[src/rtl/core/sliding_median_filter_top_defines.svh]
// ----------------------------------------------------------------------------
// Sliding median filter assertion macros
// Shared concurrent assertion forms, clocked on clk, disabled in reset.
// ----------------------------------------------------------------------------
`ifndef SLIDING_MEDIAN_FILTER_TOP_DEFINES_SVH
`define SLIDING_MEDIAN_FILTER_TOP_DEFINES_SVH

// same-cycle implication
`define SMF_ASSERT_IMPLY(label, ante, cons, msg) \
    label: assert property (@(posedge clk) disable iff (!rst_n) (ante) |-> (cons)) \
        else $error(msg);

// next-cycle implication
`define SMF_ASSERT_NEXT(label, ante, cons, msg) \
    label: assert property (@(posedge clk) disable iff (!rst_n) (ante) |=> (cons)) \
        else $error(msg);

`endif

[src/rtl/core/smf_pkg.sv]
// ----------------------------------------------------------------------------
// Sliding median filter package
// Sample type and fixed field widths shared by the filter modules.
// ----------------------------------------------------------------------------
package smf_pkg;

    localparam int SAMPLE_W = 32;
    localparam int RADIUS_W = 4;

    typedef logic signed [SAMPLE_W-1:0] sample_t;

    localparam logic [RADIUS_W-1:0] RADIUS_RESET = 4'd1;

endpackage

[src/rtl/core/smf_cell.sv]
// ----------------------------------------------------------------------------
// Sliding median filter window cell
// Holds one window sample, shifts it to the next cell on each accepted item
// and ranks it against the active part of the window.
// ----------------------------------------------------------------------------
module smf_cell #(
    parameter int DEPTH = 17,
    localparam int IDX_W = $clog2(DEPTH)
) (
    input  logic                 clk,
    input  logic                 rst_n,
    input  logic                 shift,
    input  smf_pkg::sample_t     din,
    input  logic [IDX_W-1:0]     position,
    input  smf_pkg::sample_t     win [DEPTH],
    input  logic [DEPTH-1:0]     active,
    output smf_pkg::sample_t     q,
    output logic [IDX_W-1:0]     rank
);
    import smf_pkg::*;

    sample_t          q_reg;
    sample_t          q_next;
    logic [DEPTH-1:0] below;

    always_comb
    begin
        q_next = shift ? din : q_reg;
    end

    always_ff @(posedge clk or negedge rst_n)
    begin
        if (!rst_n)
        begin
            q_reg <= '0;
        end
        else
        begin
            q_reg <= q_next;
        end
    end

    // ties break toward the newer position
    always_comb
    begin
        for (int j = 0; j < DEPTH; j++)
        begin
            below[j] = active[j] && (IDX_W'(j) != position) &&
                       ((win[j] < q_reg) ||
                        ((win[j] == q_reg) && (IDX_W'(j) < position)));
        end
    end

    assign q    = q_reg;
    assign rank = IDX_W'($countones(below));

endmodule

[config.mk]
export PLATFORM = sky130hd
export DESIGN_NAME = smf_cell
export DESIGN_NICKNAME = d
export VERILOG_FILES = /design/src/rtl/core/sliding_median_filter_top_defines.svh /design/src/rtl/core/smf_pkg.sv /design/src/rtl/core/smf_cell.sv
export SDC_FILE = /design/constraint.sdc
export NUM_CORES = 1
export LEC_CHECK = 0
export BUFFER_PORTS_ARGS = -buffer_cell sky130_fd_sc_hd__buf_4
export CORE_AREA = 2 2 246 248
export CTS_CLUSTER_DIAMETER = 100
export DETAILED_ROUTE_END_ITERATION = 10
export DIE_AREA = 0 0 248 250
export REMOVE_ABC_BUFFERS = 1
export SYNTH_ARGS = -nofsm -noshare
export SYNTH_HDL_FRONTEND = slang
export SYNTH_SLANG_ARGS = --single-unit
[constraint.sdc]
create_clock -name clk -period 7.3 [get_ports clk]
set_input_delay 0 -clock clk [delete_from_list [all_inputs] [get_ports clk]]
set_output_delay 0 -clock clk [all_outputs]
set_load 0.01 [all_outputs]
==> results.py <==
metrics = {
    "hold_path": {
        "min_path_type": "input port to async pin",
    },
    "critical_path": {
        "crit_slowest_cell": "nor4_1",
        "worst-path-buf-inv": 3,
        "path_depth": 16,
        "cp_cell_sequence": "inv_1, ha_1, nand4_1, nor4_1, nand3_1, o2bb2ai_1, nor2_1, fa_1, fa_1, fa_1, inv_1, fa_1, fa_1, fa_1, xor2_1, buf_4",
        "crit_start": "q[31]",
        "critPathArrivalTime_ns": 6.57,
        "cp_common_cell": "fa_1",
        "critPathKind": "register to output pin",
        "cp.required_ns": 7.30,
        "r2r_cells": 2,
        "critPathCaptureType": "output pin",
        "cp_max_fo": 11,
        "critPathMaxStageDelay_ns": 0.88,
        "reg2reg_from": "q[17]",
        "crit_family": "adder cells",
        "start_kind": "register",
    },
    "die": {
        "core_area_sq_um": 59570,
        "die_width_um": 248,
        "pin_count": 638,
        "die_h_um": 250,
        "initial_core_util_pct": 23.23,
        "die_area_sq_um": 62000,
        "num_rows": 90,
    },
    "layout": {
        "finalNonFillerCells": 3167,
        "largest_reg_flops": 32,
        "nNetsFinal": 3543,
        "drive_gt1_share_pct": 29.63,
        "final_core_util_pct": 34.27,
        "area_delta_synth_final_pct": 47.54,
    },
    "clock_tree": {
        "cts_resized": 0,
        "cts_buffer_depth": 2,
        "numCtsBuffers": 5,
        "clk_pin_slew_ns": 0.06,
        "clock-sinks": 32,
        "cts_root_buf": "clkbuf_16",
        "cts_max_level": 2,
        "post-cts-setup-buffer-count": 0,
        "cts_tree": "yes",
        "clk_latency_ns": 0.29,
    },
    "drt": {
        "first_pass_iters": 6,
        "vias_per_cell": 5.123,
        "drc_errors": 0,
        "routedWlPerCell_um": 24.11,
        "ant_nets": 0,
        "drt_iter0_drc": 796,
        "vias": 16225,
        "wl_mm": 76.36,
    },
    "yosys": {
        "syn_area_sq_um": 13840,
        "yosysTopAreaCell": "ha_1",
        "ys_seq_elements": 32,
        "synth_area_leaders": "ha_1 50%, a21oi_1 7.6%, dfrtp_1 5.8%",
        "yosys_warnings": 0,
        "synthArstFlopShare_pct": 100.0,
        "synthCells": 1669,
        "synthFlopType": "dfrtp_1",
        "ys_types": 63,
        "ys_seq_area_share_pct": 5.787,
        "synth_edf_count": 0,
        "synth_top_area_share_pct": 49.55,
        "syn_area_per_cell_sq_um": 8.291,
    },
    "timing": {
        "slew-limit-headroom_pct": 34.68,
        "slew_viol_final": 0,
        "hold_ws_ns": 0.2171,
        "tightest_slew_ns": 0.9709,
        "rsz0062_at_grt": "false",
        "clock_skew_ns": 0,
        "post-route-period-util_pct": 90.02,
        "fin_crit_ns": 6.572,
        "final_hold_viol_count": 0,
        "finalSetupViolations": 0,
        "fin_setup_tns_ns": 0,
        "max_freq_mhz": 152.2,
    },
    "global_route": {
        "gr-usage-all-layers_pct": 23.82,
        "antenna_found_initial": 7,
        "grt-ovfl-total": 0,
        "grt_first_pass_wirelength_mm": 107.8,
        "grt_pass1_vias": 16558,
        "grt_max_degree": 64,
    },
    "placement": {
        "dp_hpwl_mm": 66.29,
        "dp_cells": 3125,
        "io_buffers": 637,
        "gp_congestion": 0.9328,
    },
    "job": {
        "cap_viol_max_count": 0,
    },
    "status": {
        "status": "completed",
    },
    "power": {
        "leakagePower_nw": 10.48,
        "peakVddDrop_mv": 0.2919,
        "p_total_mw": 2.299,
        "power_density_nw_per_um2": 112.6,
    },
}
==> cell usage after synthesis (22+ instances only) <==
| cell | instances |
|---|---|
| nor4_1 | 22 |
| inv_1 | 82 |
| a21oi_1 | 211 |
| nor2b_1 | 25 |
| nand2_1 | 156 |
| nor2_1 | 45 |
| dfrtp_1 | 32 |
| o21ai_0 | 97 |
| a21o_1 | 61 |
| nor3_1 | 26 |
| ha_1 | 548 |
| nand3_1 | 50 |
| nand4_1 | 108 |
==> worst paths after layout <==
check	end	slack, ns
min	q[29]	0.22
min in group clk	q[23]	0.23
min reg2reg	q[15]	0.63
max in group asynchronous	q[5]	6.73
max	rank[2]	0.73
max reg2reg	q[17]	5.94
==> placed cells by master (no fill, tap or decap), types with 6 or more instances in the layout <==
cell type / netlist / routed
a21o_1: 61 / 61
a221o_1: 13 / 13
nor4_1: 22 / 21
dlygate4sd3_1: 0 / 33
dfrtp_1: 32 / 32
buf_4: 0 / 686
or3_1: 8 / 8
a221oi_1: 17 / 17
a211oi_1: 11 / 11
nand3_1: 50 / 50
or4_1: 7 / 7
fa_1: 11 / 11
nor2b_1: 25 / 25
nand4_1: 108 / 108
nand2b_1: 6 / 6
a21oi_1: 211 / 211
nor2_1: 45 / 45
ha_1: 548 / 548
o21ai_0: 97 / 97
o211ai_1: 20 / 20
inv_1: 82 / 82
nor3_1: 26 / 26
nand2_1: 156 / 156
and4_1: 6 / 6
nor3b_1: 6 / 6
o21a_1: 12 / 12
==> final cells by class <==
type                       count  area [sq um]
tap                          782         978.4
inverter                      82         307.8
clock buffer                   7         152.6
multi-input combinational   1542         12690
sequential                    32         800.8
fill                        6272         39150
antenna                        2         5.005
timing repair buffer         720          5485
==> report_power, final <==
| group | leakage, nW | switching [mW] | total, mW | internal, mW |
|---|---|---|---|---|
| sequential | 0.388 | 0.00930 | 0.203 | 0.193 |
| combinational | 10.0 | 1.01 | 1.86 | 0.853 |
| clock | 0.0760 | 0.0883 | 0.232 | 0.143 |
| total | 10.5 | 1.11 | 2.30 | 1.19 |
==> worst register-to-register path, stage by stage (launching register included) <==
cell     delay, ns
dfrtp_1       0.38
inv_1         0.61
o21ai_0       0.21
==> cells by family after synthesis <==
family	synth area share, %
adder cells (fa/ha/maj)	51.14
AO/OA/AOI/OAI	22.49
AND/OR/NAND/NOR	17.79
buffers and inverters	2.586
flip-flops	5.787
XOR/XNOR	0.1266
multiplexers	0.08137
==> per-stage QoR <==
step | instance area, sq um | setup slack, ns
after global routing | 20410 | 0.1749
after floorplan | 13790 | 1.849
final | 20420 | 0.7284
after detailed placement | 19930 | 0.7501
after CTS | 20410 | 0.4035
after global placement | 19920 | 0.5722
==> repair_timing <==
item	4_1_cts	5_1_grt
hold buffers	33	0
endpoints found under the hold margin	64	0
endpoints found under the setup margin	0	0
==> routing by layer <==
layer,global-route usage [%],wire length [um],up-vias
met5,0,59,-
met4,5.834,2065,10
met3,2.882,4309,97
met2,42.32,37180,594
met1,30.16,32740,7509
li1,-,-,8015
Power figures use the tool's default switching activity.
